==> config.mk <==
export PLATFORM = sky130hd
export DESIGN_NAME = strongest_beacon_window_select
export DESIGN_NICKNAME = d
export VERILOG_FILES = /design/src/rtl/core/sbws_pkg.sv /design/src/rtl/core/strongest_beacon_window_select.sv /design/src/rtl/core/sbws_key_mem.sv /design/src/rtl/core/sbws_best_hold.sv
export SDC_FILE = /design/constraint.sdc
export NUM_CORES = 1
export LEC_CHECK = 0
export BUFFER_PORTS_ARGS = -buffer_cell sky130_fd_sc_hd__clkbuf_2
export CORE_AREA = 5 5 363 365
export CTS_CLUSTER_DIAMETER = 30
export CTS_CLUSTER_SIZE = 25
export DETAILED_ROUTE_END_ITERATION = 7
export DIE_AREA = 0 0 368 370
export PLACE_DENSITY = 0.57
export SETUP_SLACK_MARGIN = 0.15
export SLEW_MARGIN = 20
export SYNTH_ARGS = -nofsm -noshare
export SYNTH_HDL_FRONTEND = slang
export SYNTH_HIERARCHICAL = 1
export SYNTH_SLANG_ARGS = --single-unit
==> constraint.sdc <==
create_clock -name clk_i -period 4.1 [get_ports clk_i]
set_input_delay 0.82 -clock clk_i [delete_from_list [all_inputs] [get_ports clk_i]]
set_output_delay 0.82 -clock clk_i [all_outputs]
set_load 0.02 [all_outputs]
==> src/rtl/core/sbws_pkg.sv <==
// ----------------------------------------------------------------------------
// sbws_pkg
// Shared types and constants of the strongest beacon window selector.
// ----------------------------------------------------------------------------
package sbws_pkg;

  localparam int unsigned MAX_SESSION_DEF  = 8;
  localparam int unsigned MAX_SESSION_LOW  = 2;
  localparam int unsigned MAX_SESSION_HIGH = 32;

  localparam int unsigned MAJOR_W   = 16;
  localparam int unsigned MINOR_W   = 16;
  localparam int unsigned RSSI_W    = 8;
  localparam int unsigned UUID_W    = 64;
  localparam int unsigned KEY_W     = MAJOR_W + MINOR_W;
  localparam int unsigned COUNT_W   = 4;
  localparam int unsigned SESS_LEN_W = 4;

  localparam logic [SESS_LEN_W-1:0] SESSION_LENGTH_RST = SESS_LEN_W'(5);

  // APB register map: one 32-bit register per word
  localparam int unsigned PADDR_W = 3;
  localparam int unsigned PDATA_W = 32;
  localparam logic        REG_SESSION_LENGTH = 1'b0;

  typedef struct packed {
    logic [MAJOR_W-1:0]       major;
    logic [MINOR_W-1:0]       minor;
    logic signed [RSSI_W-1:0] rssi;
    logic [UUID_W-1:0]        uuid_high;
    logic [UUID_W-1:0]        uuid_low;
  } beacon_t;

  // control from the sequencer to the best-beacon holder
  typedef struct packed {
    logic take;   // a new distinct beacon is being counted
    logic first;  // it is the first of the session
  } best_ctrl_t;

endpackage

==> src/rtl/core/strongest_beacon_window_select.sv <==
// ----------------------------------------------------------------------------
// strongest_beacon_window_select
// Groups beacon reports into sessions and reports the strongest distinct one.
// ----------------------------------------------------------------------------
// Each report is taken in the idle state, then the keys already counted in
// the session are read out of the key table one per cycle until one matches,
// and the update state writes back and updates the best beacon. The single
// read port of the key table sets the pace of the scan. At the last report
// of a session the block stalls in its update state only while a previous
// result still waits in the output register. session_length keeps the low
// 4 bits of a write and reads them back; 0 acts as 1 and values above
// MaxSession act as MaxSession. A result carries the first-seen strength of
// the strongest distinct beacon and the distinct count, and the session
// starts afresh.
// ----------------------------------------------------------------------------
module strongest_beacon_window_select #(
  parameter int unsigned MaxSession = sbws_pkg::MAX_SESSION_DEF
) (
  input  logic                                clk_i,
  input  logic                                rst_ni,
  // report input
  input  logic                                in_valid_i,
  output logic                                in_ready_o,
  input  logic [sbws_pkg::MAJOR_W-1:0]        report_major_i,
  input  logic [sbws_pkg::MINOR_W-1:0]        report_minor_i,
  input  logic signed [sbws_pkg::RSSI_W-1:0]  report_rssi_i,
  input  logic [sbws_pkg::UUID_W-1:0]         report_uuid_high_i,
  input  logic [sbws_pkg::UUID_W-1:0]         report_uuid_low_i,
  // result output
  output logic                                out_valid_o,
  input  logic                                out_ready_i,
  output logic [sbws_pkg::MAJOR_W-1:0]        beacon_major_o,
  output logic [sbws_pkg::MINOR_W-1:0]        beacon_minor_o,
  output logic signed [sbws_pkg::RSSI_W-1:0]  beacon_rssi_o,
  output logic [sbws_pkg::UUID_W-1:0]         beacon_uuid_high_o,
  output logic [sbws_pkg::UUID_W-1:0]         beacon_uuid_low_o,
  output logic [sbws_pkg::COUNT_W-1:0]        distinct_count_o,
  // configuration
  input  logic                                psel,
  input  logic                                penable,
  input  logic                                pwrite,
  input  logic [sbws_pkg::PADDR_W-1:0]        paddr,
  input  logic [sbws_pkg::PDATA_W-1:0]        pwdata,
  output logic [sbws_pkg::PDATA_W-1:0]        prdata,
  output logic                                pready
);

  localparam int unsigned IdxW = $clog2(MaxSession);
  localparam int unsigned CntW = $clog2(MaxSession + 1);

  typedef enum logic [1:0] {
    ST_IDLE,
    ST_SCAN,
    ST_UPDATE
  } state_e;

  // --------------------------------------------------------------------------
  // configuration register
  // --------------------------------------------------------------------------
  logic [sbws_pkg::SESS_LEN_W-1:0] session_length_q;
  logic [sbws_pkg::SESS_LEN_W-1:0] session_length_d;
  logic                            cfg_write;

  assign pready    = 1'b1;
  assign cfg_write = psel && penable && pwrite && pready;

  always_comb begin
    session_length_d = session_length_q;
    prdata           = '0;
    unique case (paddr[2])
      sbws_pkg::REG_SESSION_LENGTH: begin
        prdata = sbws_pkg::PDATA_W'(session_length_q);
        if (cfg_write) begin
          session_length_d = pwdata[sbws_pkg::SESS_LEN_W-1:0];
        end
      end
      default: begin
        prdata = '0;
      end
    endcase
  end

  always_ff @(posedge clk_i or negedge rst_ni) begin
    if (!rst_ni) begin
      session_length_q <= sbws_pkg::SESSION_LENGTH_RST;
    end else begin
      session_length_q <= session_length_d;
    end
  end

  logic [CntW-1:0] eff_len;

  always_comb begin
    if (session_length_q == '0) begin
      eff_len = CntW'(1);
    end else if (32'(session_length_q) > 32'(MaxSession)) begin
      eff_len = CntW'(MaxSession);
    end else begin
      eff_len = CntW'(session_length_q);
    end
  end

  // --------------------------------------------------------------------------
  // sequencer
  // --------------------------------------------------------------------------
  state_e                          state_q, state_d;
  logic [CntW-1:0]                 report_counter_q, report_counter_d;
  logic [CntW-1:0]                 seen_total_q, seen_total_d;
  logic [CntW-1:0]                 rd_idx_q, rd_idx_d;
  logic                            cmp_valid_q, cmp_valid_d;
  logic                            found_q, found_d;
  sbws_pkg::beacon_t               cur_q, cur_d;
  logic                            out_valid_q, out_valid_d;
  sbws_pkg::beacon_t               out_q, out_d;
  logic [sbws_pkg::COUNT_W-1:0]    count_q, count_d;

  logic [sbws_pkg::KEY_W-1:0]      cur_key;
  logic [sbws_pkg::KEY_W-1:0]      rdata;
  logic                            issue;
  logic                            hit;
  logic                            is_new;
  logic [CntW-1:0]                 cnt_next;
  logic [CntW-1:0]                 seen_next;
  logic                            done;
  logic                            fire;
  logic                            emit;
  logic [31:0]                     seen_wide;
  sbws_pkg::best_ctrl_t            best_ctrl;
  sbws_pkg::beacon_t               best;

  assign cur_key   = {cur_q.major, cur_q.minor};
  assign issue     = (state_q == ST_SCAN) && (rd_idx_q < seen_total_q);
  assign hit       = cmp_valid_q && (rdata == cur_key);
  assign is_new    = !found_q && (seen_total_q < CntW'(MaxSession));
  assign cnt_next  = report_counter_q + CntW'(1);
  assign seen_next = is_new ? seen_total_q + CntW'(1) : seen_total_q;
  assign done      = cnt_next >= eff_len;
  // hold the last update of a session while the previous result has not been taken
  assign fire      = (state_q == ST_UPDATE) && (!done || !out_valid_q || out_ready_i);
  assign emit      = fire && done;
  assign seen_wide = 32'(seen_next);

  assign best_ctrl.take  = fire && is_new;
  assign best_ctrl.first = (seen_total_q == '0);

  always_comb begin
    state_d          = state_q;
    report_counter_d = report_counter_q;
    seen_total_d     = seen_total_q;
    rd_idx_d         = rd_idx_q;
    cmp_valid_d      = 1'b0;
    found_d          = found_q;
    cur_d            = cur_q;
    out_d            = out_q;
    count_d          = count_q;
    out_valid_d      = out_valid_q && !out_ready_i;

    unique case (state_q)
      ST_IDLE: begin
        if (in_valid_i) begin
          cur_d.major     = report_major_i;
          cur_d.minor     = report_minor_i;
          cur_d.rssi      = report_rssi_i;
          cur_d.uuid_high = report_uuid_high_i;
          cur_d.uuid_low  = report_uuid_low_i;
          rd_idx_d        = '0;
          found_d         = 1'b0;
          state_d         = ST_SCAN;
        end
      end
      ST_SCAN: begin
        if (issue) begin
          rd_idx_d = rd_idx_q + CntW'(1);
        end
        cmp_valid_d = issue;
        if (hit) begin
          found_d     = 1'b1;
          cmp_valid_d = 1'b0;
          state_d     = ST_UPDATE;
        end else if (!issue) begin
          state_d = ST_UPDATE;
        end
      end
      ST_UPDATE: begin
        if (fire) begin
          state_d = ST_IDLE;
          if (done) begin
            out_d            = best;
            count_d          = seen_wide[sbws_pkg::COUNT_W-1:0];
            out_valid_d      = 1'b1;
            report_counter_d = '0;
            seen_total_d     = '0;
          end else begin
            report_counter_d = cnt_next;
            seen_total_d     = seen_next;
          end
        end
      end
      default: begin
        state_d = ST_IDLE;
      end
    endcase
  end

  always_ff @(posedge clk_i or negedge rst_ni) begin
    if (!rst_ni) begin
      state_q          <= ST_IDLE;
      report_counter_q <= '0;
      seen_total_q     <= '0;
      rd_idx_q         <= '0;
      cmp_valid_q      <= 1'b0;
      found_q          <= 1'b0;
      cur_q            <= '0;
      out_valid_q      <= 1'b0;
      out_q            <= '0;
      count_q          <= '0;
    end else begin
      state_q          <= state_d;
      report_counter_q <= report_counter_d;
      seen_total_q     <= seen_total_d;
      rd_idx_q         <= rd_idx_d;
      cmp_valid_q      <= cmp_valid_d;
      found_q          <= found_d;
      cur_q            <= cur_d;
      out_valid_q      <= out_valid_d;
      out_q            <= out_d;
      count_q          <= count_d;
    end
  end

  // --------------------------------------------------------------------------
  // key table and best beacon
  // --------------------------------------------------------------------------
  sbws_key_mem #(
    .Depth (MaxSession),
    .IdxW  (IdxW)
  ) u_key_mem (
    .clk_i   (clk_i),
    .we_i    (best_ctrl.take),
    .waddr_i (seen_total_q[IdxW-1:0]),
    .wdata_i (cur_key),
    .raddr_i (rd_idx_q[IdxW-1:0]),
    .rdata_o (rdata)
  );

  sbws_best_hold u_best_hold (
    .clk_i  (clk_i),
    .rst_ni (rst_ni),
    .ctrl_i (best_ctrl),
    .cand_i (cur_q),
    .best_o (best)
  );

  assign in_ready_o         = (state_q == ST_IDLE);
  assign out_valid_o        = out_valid_q;
  assign beacon_major_o     = out_q.major;
  assign beacon_minor_o     = out_q.minor;
  assign beacon_rssi_o      = out_q.rssi;
  assign beacon_uuid_high_o = out_q.uuid_high;
  assign beacon_uuid_low_o  = out_q.uuid_low;
  assign distinct_count_o   = count_q;

  // --------------------------------------------------------------------------
  // assertions
  // --------------------------------------------------------------------------
  a_seen_le_reports: assert property (@(posedge clk_i) disable iff (!rst_ni)
    seen_total_q <= report_counter_q)
    else $error("distinct count exceeds report count");

  a_counter_in_range: assert property (@(posedge clk_i) disable iff (!rst_ni)
    report_counter_q < CntW'(MaxSession))
    else $error("report counter passed the session limit");

  a_emit_nonempty: assert property (@(posedge clk_i) disable iff (!rst_ni)
    emit |-> seen_next != '0)
    else $error("result posted with no beacon counted");

  a_session_cleared: assert property (@(posedge clk_i) disable iff (!rst_ni)
    emit |=> (report_counter_q == '0) && (seen_total_q == '0) && out_valid_q)
    else $error("session not cleared after result");

  a_scan_bounded: assert property (@(posedge clk_i) disable iff (!rst_ni)
    (state_q == ST_SCAN) |-> rd_idx_q <= seen_total_q)
    else $error("key scan ran past the counted entries");

endmodule

==> src/rtl/core/sbws_key_mem.sv <==
// ----------------------------------------------------------------------------
// sbws_key_mem
// Table of major/minor keys seen in the current session: one write port,
// one read port with registered read data.
// ----------------------------------------------------------------------------
module sbws_key_mem #(
  parameter int unsigned Depth = sbws_pkg::MAX_SESSION_DEF,
  parameter int unsigned IdxW  = $clog2(Depth)
) (
  input  logic                       clk_i,
  input  logic                       we_i,
  input  logic [IdxW-1:0]            waddr_i,
  input  logic [sbws_pkg::KEY_W-1:0] wdata_i,
  input  logic [IdxW-1:0]            raddr_i,
  output logic [sbws_pkg::KEY_W-1:0] rdata_o
);

  logic [sbws_pkg::KEY_W-1:0] mem [Depth];
  logic [sbws_pkg::KEY_W-1:0] rdata_q;

  always_ff @(posedge clk_i) begin
    if (we_i) begin
      mem[waddr_i] <= wdata_i;
    end
  end

  always_ff @(posedge clk_i) begin
    rdata_q <= mem[raddr_i];
  end

  assign rdata_o = rdata_q;

endmodule

==> src/rtl/core/sbws_best_hold.sv <==
// ----------------------------------------------------------------------------
// sbws_best_hold
// Holds the strongest counted beacon of the session and presents the
// merged view with the beacon currently being counted.
// ----------------------------------------------------------------------------
module sbws_best_hold (
  input  logic                 clk_i,
  input  logic                 rst_ni,
  input  sbws_pkg::best_ctrl_t ctrl_i,
  input  sbws_pkg::beacon_t    cand_i,
  output sbws_pkg::beacon_t    best_o
);

  sbws_pkg::beacon_t best_q;
  logic              stronger;
  logic              load;

  // strictly stronger only, so the earliest beacon keeps a tie
  assign stronger = $signed(cand_i.rssi) > $signed(best_q.rssi);
  assign load     = ctrl_i.take && (ctrl_i.first || stronger);
  assign best_o   = load ? cand_i : best_q;

  always_ff @(posedge clk_i or negedge rst_ni) begin
    if (!rst_ni) begin
      best_q <= '0;
    end else if (load) begin
      best_q <= cand_i;
    end
  end

endmodule
# Word level (Yosys, flattened, before mapping)
# Memories as Yosys holds them, arrays and structs flattened. A register that Yosys moved wholly into a read port is not among the register bits.
# Index checks and enable logic that the tools add are counted.
dict set report totals {
  ff_bits 529
  latchBits 0
  ram_bits 256
  romBits 0
  inputBits 210
  word_cells 94
  mem_count 1
}
# name depth width read_ports rd_ports_with_merged_regs wr line
set mem_list {}
lappend mem_list {u_key_mem.mem 8 32 1 1 1 sbws_key_mem.sv:18} ;# logic [sbws_pkg::KEY_W-1:0] mem [Depth];
dict set report op_classes {
  n_addsub 3
  n_mul 0
  div 0
  order_cmp 5
  eq_ne 8
  shift 0
  muxes 25
  n_bitwise 1
  reduce_logical 27
}
# cell count
set ops {}
lappend ops {{$mux W168} 1}
lappend ops {{$eq A32 B32 Y1} 1}
lappend ops {{$mux W4} 8}
lappend ops {{$add A4 B1 Y4 const B} 3}
lappend ops {{$reduce_and A3 Y1} 4}
lappend ops {{$logic_and A1 B1 Y1} 9}
lappend ops {{$mux W1} 9}
lappend ops {{$gt A8 B8 Y1} 1}
lappend ops {{$logic_not A4 Y1} 2}
lappend ops {{$mux W2} 4}
lappend ops {{$ne A2 B2 Y1 const B} 4}
lappend ops {{$pmux W4 S2} 1}
lappend ops {{$pmux W2 S3} 1}
lappend ops {{$reduce_and A2 Y1} 3}
lappend ops {{$ge A4 B4 Y1} 1}
lappend ops {{$gt A4 B4 Y1 const B} 1}
lappend ops {{$logic_not A1 Y1} 4}
lappend ops {{$lt A4 B4 Y1} 1}
lappend ops {{$lt A4 B4 Y1 const B} 1}
lappend ops {{$logic_or A1 B1 Y1} 3}
lappend ops {{$ne A3 B3 Y1 const B} 1}
lappend ops {{$eq A2 B1 Y1 const B} 1}
lappend ops {{$eq A2 B2 Y1 const B} 1}
lappend ops {{$logic_not A2 Y1} 1}
lappend ops {{3 further kinds} 3}

# Logic depth before layout (Yosys ltp)
# Gate-level depths: netlist of run 1.
dict set report depth {
  ltp_word 11
  mapped_depth 16
}

# Hierarchy
# The synthesis of run 1 kept the hierarchy.
# module n_inst cells_per_inst area_each_um2
set modules_own_cells {}
lappend modules_own_cells {strongest_beacon_window_select 1 1279 15185.8}
lappend modules_own_cells {sbws_best_hold 1 1203 11150.7}
lappend modules_own_cells {sbws_key_mem 1 415 10466.3}

# Worst setup path before layout of run 1
# No wires, ideal clock.
dict set report synth_timing {
  path_type {register to register}
  startpoint {reg session_length_q[2] (netlist name)}
  endpoint {mem u_key_mem/mem[0][0] (netlist name), enable pin}
  arrival_ns 3.903
  path_slack_ns -0.264
  stages_incl_launch_ff 11
  path_buffers 0
  synth_period_minus_slack_ns 4.364
  path_cell_list {dfstp_2 nor2_1 nor2_1 nor2_1 ha_1 nand2b_1 a21oi_2 o21ai_4 a21oi_1 nand2b_1 nor3_1}
}
# item line
set synth_lines {}
lappend synth_lines {{from (decl)} strongest_beacon_window_select.sv:60} ;# logic [sbws_pkg::SESS_LEN_W-1:0] session_length_q;
lappend synth_lines {{from (signal assigned)} strongest_beacon_window_select.sv:85} ;# session_length_q <= sbws_pkg::SESSION_LENGTH_RST;
lappend synth_lines {{from (signal assigned)} strongest_beacon_window_select.sv:87} ;# session_length_q <= session_length_d;
lappend synth_lines {{to (decl)} sbws_key_mem.sv:18}

==> results.sh, run 1 <==
export IMPL_power_internal_mw=28.4
export IMPL_ant_nets=0
export IMPL_tightest_slew_ps=1170
export IMPL_overflow=0
export IMPL_yosys_warnings=6
export IMPL_row_count=132
export IMPL_crit_arrival_ps=4190
export IMPL_post_cts_setup_buffers=0
export IMPL_setup_tns_ps=0
export IMPL_combPwrFrac=0.310
export IMPL_cpPeakStageDelay_ps=480
export IMPL_grt_max_degree=169
export IMPL_holdBufCountCts=0
export IMPL_required_ps=4750
export IMPL_cpMaxStageDelayCell="nand2_4"
export IMPL_critical_path_top_delay_family="compound AO/OA/AOI/OAI gates"
export IMPL_track_usage=0.160
export IMPL_setup_viol=0
export IMPL_routedWlPerCell_microns=21.7
export IMPL_via_per_inst=5.09
export IMPL_cp_cell_sequence="nand3_1 > xnor2_1 > ha_1 > a21oi_1 > o21ai_4 > a21oi_4 > nand2_4 > buf_12 > nand2_1 > o211ai_1 > mux2_4"
export IMPL_portBuffers=357
export IMPL_skew_ps=73.6
export IMPL_dr_pass1_iters=5
export IMPL_synth_edff_count=256
export IMPL_hold_path_class="input port to async pin"
export IMPL_busiest_layer="met2"
export IMPL_p_per_area_mw_per_mm2=924
export IMPL_cts_resized=0
export IMPL_vias=26100
export IMPL_globalplace_congestion=0.734
export IMPL_slew_viol_final=0
export IMPL_drcViolationCount=0
export IMPL_max_freq_mhz=282
export IMPL_dp_hpwl_microns=62800
export IMPL_irDropWorstVdd_uv=845
export IMPL_p_switching_mw=15.5
export IMPL_met2_usage=0.257
export IMPL_ctsLongestPathBuffers=3
export IMPL_max_cap_viol_count=0
export IMPL_first_iter_violations=2112
export IMPL_initial_core_util=0.286
export IMPL_async_reset_ff_frac=0.647
export IMPL_cp_start_kind="flop"
export IMPL_synth_top_area_cell="dfrtp_1"
export IMPL_nets=3509
export IMPL_synth_most_common_cell="nand2_1"
export IMPL_rsz0062_at_grt="no"
export IMPL_cp_depth=11
export IMPL_critPathMaxFanout=38
export IMPL_clk_pin_slew_ps=40
export IMPL_worst_slack_ps=559
export IMPL_dieArea_sq_mm=0.136
export IMPL_avgSynthCellArea_sq_um=12.7
export IMPL_cts_tree="yes"
export IMPL_slew_headroom=0.208
export IMPL_crit_path_end_kind="flop"
export IMPL_dieWidth_microns=368
export IMPL_post_place_ws_ps=509
export IMPL_yosys_top_cells_area="dfrtp_1 36%, edfxtp_1 21%, nand2_1 6.9%, mux2_4 6.9%, a221oi_1 4.0%"
export IMPL_hold_violations=0
export IMPL_pwr_share_clk=0.373
export IMPL_first_global_vias=27500
export IMPL_numCtsBuffers=190
export IMPL_area_growth_pct=28.9
export IMPL_cts_root_buf="clkbuf_16"
export IMPL_grt_use_met1=0.209
export IMPL_crit_buf_inv=1
export IMPL_ys_flop_type="dfrtp_1"
export IMPL_floorplan_core_area_sq_mm=0.128
export IMPL_path_class="flop to flop"
export IMPL_pin_count=417
export IMPL_syn_area_sq_mm=0.0368
export IMPL_status="finished, final reports clean"
export IMPL_antenna_found_initial=13
export IMPL_die_h_microns=370
export IMPL_synthDistinctLibCells=58
export IMPL_p_leak_nw=20.2
export IMPL_use_met3=0.0458
export IMPL_fin_crit_sh=0.864
export IMPL_yosysSeqAreaShare=0.586
export IMPL_switching_share=0.353
export IMPL_finalCriticalPeriod_ps=3540
export IMPL_grt_pass1_wl_microns=170000
export IMPL_syn_instance_count=2897
export IMPL_cts_max_level=4
export IMPL_rr_worst_depth=11
export IMPL_synth_seq_cells=817
export IMPL_drive_gt1_frac=0.301
export IMPL_sequentialPowerShare=0.317
export IMPL_netlist_top_cells_count="678 x nand2_1, 527 x dfrtp_1, 256 x edfxtp_1"
export IMPL_worstSkewPairLatency_ps=800
export IMPL_wl_microns=111000
export IMPL_synth_top_area_frac=0.358
export IMPL_cts_sinks=817
==> metrics by stage <==
step / instances / area, sq um / power (mW) / util / hold slack [ps]
final: 5126 / 47500 / 43.9 / 0.369 / 107
after floorplan: 2924 / 36900 / 23.0 / - / 462
after global placement: 4763 / 40400 / 27.3 / 0.314 / 480
after CTS: 5119 / 47400 / 44.3 / 0.369 / 71.5
after detailed placement: 4763 / 40400 / 27.6 / 0.314 / 486
after global routing: 5119 / 47400 / 46.1 / 0.369 / 117
==> layout make-up <==
cell class / instances / area, sq um
diodes: 7 / 17.5
clock buffers: 234 / 5130
clock inverters: 122 / 1900
fillers: 12300 / 81000
inverters: 19 / 71.3
multi-input cells: 1817 / 13900
flip-flops and latches: 817 / 21600
well taps: 1675 / 2100
repair buffers: 435 / 2770
==> sequential cells by signal (all words and copies together) (netlist names), 2 cells and up <==
| name | count |
|---|---|
| u_best_hold/best_q | 168 |
| beacon_minor_o | 16 |
| cur_q | 136 |
| beacon_uuid_low_o | 64 |
| beacon_major_o | 16 |
| beacon_rssi_o | 8 |
| state_q | 2 |
| session_length_q | 4 |
| seen_total_q | 4 |
| distinct_count_o | 4 |
| u_key_mem/rdata_o | 32 |
| rd_idx_q | 4 |
| beacon_uuid_high_o | 64 |
| report_counter_q | 4 |
| cur_key | 32 |
| u_key_mem/mem | 256 |
==> layer usage <==
metal | part of all wire | vias up
met5 | 0.00054 | -
met2 | 0.47 | 943
met4 | 0.024 | 8
li1 | - | 11600
met1 | 0.43 | 13300
met3 | 0.071 | 194
==> placed cells by master (no fill, tap or decap), types with 34 or more instances in the layout <==
master | netlist | layout
mux2_4 | 168 | 168
a221oi_1 | 167 | 167
nor2b_1 | 166 | 165
nand2_1 | 678 | 677
o211ai_1 | 151 | 151
edfxtp_1 | 256 | 256
bufinv_16 | 0 | 37
buf_4 | 32 | 47
o311ai_0 | 166 | 166
dfrtp_1 | 527 | 525
mux2_2 | 39 | 39
clkbuf_2 | 0 | 356
clkbuf_16 | 0 | 192
clkinv_2 | 0 | 34
mux4_1 | 40 | 40
==> kinds of logic (layout without fill, tap and decap cells) <==
family / count (synthesis) / after routing / synth area share
DFF: 817 / 817 / 0.586
AOI/OAI and AO/OA: 548 / 548 / 0.125
xor gates and xnor gates: 36 / 36 / 0.00857
other: 2 / 36 / 0.000204
adders and majority gates: 19 / 19 / 0.00646
muxes: 271 / 271 / 0.124
and+or+nand+nor: 914 / 914 / 0.108
buffers and inverters: 290 / 810 / 0.0421
==> power groups by stage <==
stage	Sequential, mW	Combinational (mW)	Clock (mW)
final	13.9	13.6	16.4
after global routing	14.3	14.8	17.1
after CTS	13.9	13.7	16.6
after detailed placement	14.0	13.6	0
after global placement	13.8	13.5	0
after floorplan	14.1	8.83	0
==> final timing paths <==
check	endpoint	slack [ps]	from
max	beacon_uuid_high_o[47]$_DFFE_PN0P_	560	report_counter_q[0]$_DFFE_PN0P_
min	u_best_hold/best_q[86]$_DFF_PN0_	110	rst_ni
max reg2reg	beacon_uuid_high_o[47]$_DFFE_PN0P_	560	report_counter_q[0]$_DFFE_PN0P_
min reg2reg	cur_q[42]$_DFFE_PN0P_	490	cur_q[42]$_DFFE_PN0P_
max in group asynchronous	session_length_q[2]$_DFFE_PN1P_	2980	rst_ni
min in group clk_i	cur_key[19]$_DFFE_PN0P_	210	report_major_i[3]
Note: power is estimated with default switching activity, not from simulation.
==> run 2, diff against run 1 <==
==> constraint.sdc (replaced) <==
create_clock -name clk_i -period 3.2 [get_ports clk_i]
set_input_delay 0.64 -clock clk_i [delete_from_list [all_inputs] [get_ports clk_i]]
set_output_delay 0.64 -clock clk_i [all_outputs]
set_load 0.02 [all_outputs]
==> run 2 against run 1 <==
Against the previous run: count of clock-buffer cells in the layout rose by 9; critical path depth grew 4; hold slack got worse by 51 ps.
==> results.sh, run 2 (synthesis results as in run 1) <==
export IMPL_dp_hpwl_microns=68900
export IMPL_vias=27500
export IMPL_p_leak_nw=22.3
export IMPL_status="finished, final reports clean"
export IMPL_sequentialPowerShare=0.292
export IMPL_largest_reg_flops=256
export IMPL_clk_pin_slew_ps=40
export IMPL_n_fill_cell=11900
export IMPL_fin_area_sq_mm=0.0515
export IMPL_worst_slack_ps=74.2
export IMPL_grt_max_degree=109
export IMPL_met2_usage=0.271
export IMPL_area_growth_pct=40.1
export IMPL_power_internal_mw=39.0
export IMPL_row_count=132
export IMPL_crit_path_end_kind="flop"
export IMPL_irDropWorstVdd_uv=1330
export IMPL_globalplace_congestion=0.750
export IMPL_crit_buf_inv=3
export IMPL_worstSkewPairLatency_ps=800
export IMPL_critical_path_top_delay_family="compound AO/OA/AOI/OAI gates"
export IMPL_initial_core_util=0.286
export IMPL_use_met3=0.0498
export IMPL_cp_start_kind="flop"
export IMPL_portBuffers=357
export IMPL_switching_share=0.357
export IMPL_setup_viol=0
export IMPL_pin_count=417
export IMPL_hold_violations=0
export IMPL_busiest_layer="met2"
export IMPL_cts_tree="yes"
export IMPL_ant_nets=0
export IMPL_critPathMaxFanout=20
export IMPL_p_per_area_mw_per_mm2=1180
export IMPL_top_register="u_key_mem/mem"
export IMPL_nets=3766
export IMPL_required_ps=3870
export IMPL_final_common_cell="nand2_1"
export IMPL_dpl_cell_area_sq_mm=0.0415
export IMPL_slew_viol_final=0
export IMPL_drcViolationCount=0
export IMPL_rsz0062_at_grt="yes"
export IMPL_post_place_ws_ps=-51.2
export IMPL_first_iter_violations=1976
export IMPL_final_cell_mix="675 x nand2_1, 524 x dfrtp_1, 356 x clkbuf_2"
export IMPL_max_cap_viol_count=0
export IMPL_reg_top3="u_key_mem/mem (256), u_best_hold/best_q (168), cur_q (136)"
export IMPL_cts_root_buf="clkbuf_16"
export IMPL_overflow=0
export IMPL_path_class="flop to flop"
export IMPL_wl_microns=119000
export IMPL_ctsLongestPathBuffers=3
export IMPL_cpMaxStageDelayCell="dfstp_2"
export IMPL_placed_cells=4854
export IMPL_skew_ps=50.5
export IMPL_dieArea_sq_mm=0.136
export IMPL_dieWidth_microns=368
export IMPL_track_usage=0.167
export IMPL_slew_headroom=0.355
export IMPL_crit_arrival_ps=3790
export IMPL_dr_pass1_iters=7
export IMPL_fin_crit_sh=0.977
export IMPL_numCtsBuffers=199
export IMPL_p_total_mw=60.7
export IMPL_combPwrFrac=0.357
export IMPL_antenna_found_initial=12
export IMPL_grt_pass1_wl_microns=176000
export IMPL_drive_gt1_frac=0.372
export IMPL_grt_use_met1=0.212
export IMPL_cts_max_level=4
export IMPL_first_global_vias=28200
export IMPL_finalCriticalPeriod_ps=3130
export IMPL_hold_path_class="input port to flop"
export IMPL_cts_sinks=817
export IMPL_tightest_slew_ps=968
export IMPL_via_per_inst=5.10
export IMPL_floorplan_core_area_sq_mm=0.128
export IMPL_pwr_share_clk=0.352
export IMPL_cpPeakStageDelay_ps=530
export IMPL_p_switching_mw=21.6
export IMPL_max_freq_mhz=320
export IMPL_routedWlPerCell_microns=22.2
export IMPL_cp_cell_sequence="nor2_1 > nor2_1 > nor2_2 > ha_1 > nand2b_4 > a21oi_4 > o21ai_4 > a21oi_4 > buf_12 > and2_4 > buf_12 > clkbuf_16 > a221oi_2 > o211ai_1 > mux2_4"
export IMPL_die_h_microns=370
export IMPL_fin_cells=5390
[run 2: cell types whose count changed in the layout (fill, tap and decap cells not counted), sizes merged, moves of 4 or more]
| cell | before | now |
|---|---|---|
| clkbuf | 590 | 611 |
| dlygate4sd3 | 0 | 51 |
| clkinvlp | 11 | 15 |
| bufinv | 37 | 31 |
| inv | 40 | 50 |
| buf | 79 | 261 |
[run 2: worst register-to-register path, stage by stage, from the launching register on]
cell and delay, ps:
dfstp_2 530, nor2_1 40, nor2_1 130, nor2_2 60
ha_1 270, nand2b_4 120, a21oi_4 70, o21ai_4 170
a21oi_4 90, buf_12 150, and2_4 190, buf_12 160
clkbuf_16 230, a221oi_2 330, o211ai_1 170, mux2_4 300
[run 2: final cells by class]
class,count,area (sq um),area share
sequential,817,21600,0.419
multi-input combinational,1817,14800,0.288
timing repair buffer,683,5740,0.111
clock buffer,243,5370,0.104
tap,1675,2100,0.0407
clock inverter,132,1840,0.0358
inverter,19,71.3,0.00138
antenna,4,10.0,0.000194
[run 2: path summary, 6_finish.rpt]
kind | startpoint | endpoint | slack, ps | cells past startpoint
min in group asynchronous | rst_ni | beacon_uuid_high_o[28]$_DFFE_PN0P_ | 460 | 2
max | session_length_q[2]$_DFFE_PN1P_ | beacon_uuid_high_o[31]$_DFFE_PN0P_ | 70 | 15
max reg2reg | session_length_q[2]$_DFFE_PN1P_ | beacon_uuid_high_o[31]$_DFFE_PN0P_ | 70 | 15
min | report_uuid_low_i[6] | cur_q[6]$_DFFE_PN0P_ | 60 | 3
min reg2reg | cur_key[25]$_DFFE_PN0P_ | u_key_mem/mem[6][25]$_DFFE_PP_ | 500 | 0
max in group asynchronous | rst_ni | u_best_hold/best_q[160]$_DFF_PN0_ | 1700 | 3
[run 2: metal layers]
metal | up-vias | part of all wire | wire length (microns)
li1 | 12200 | - | -
met2 | 1078 | 0.48 | 57400
met5 | - | 0.00079 | 94
met1 | 14000 | 0.42 | 49700
met4 | 12 | 0.026 | 3130
met3 | 214 | 0.077 | 9180
[run 2: repair_timing]
action	4_1_cts	5_1_grt
resized for setup	33	146
hold buffers	51	0
gates cloned	8	13
endpoints found under the setup margin	409	388
endpoints found under the hold margin	97	0
pin swaps	4	31
buffers inserted	41	44
[run 2: per-stage QoR]
stage / hold WS, ps / util / setup TNS [ps]
after global placement: 483 / 0.323 / -23.6
final: 56.4 / 0.401 / 0
after floorplan: 344 / - / -70000
after global routing: 20.1 / 0.401 / 0
after CTS: 1.11 / 0.389 / 0
after detailed placement: 487 / 0.323 / -499
[run 2: power groups by stage]
stage	clock network (mW)	logic, mW	registers (mW)
after CTS	21.6	20.3	17.4
final	21.3	21.6	17.7
after global routing	22.3	23.2	18.1
after detailed placement	0	19.0	17.5
after floorplan	0	11.4	18.1
after global placement	0	18.7	17.4
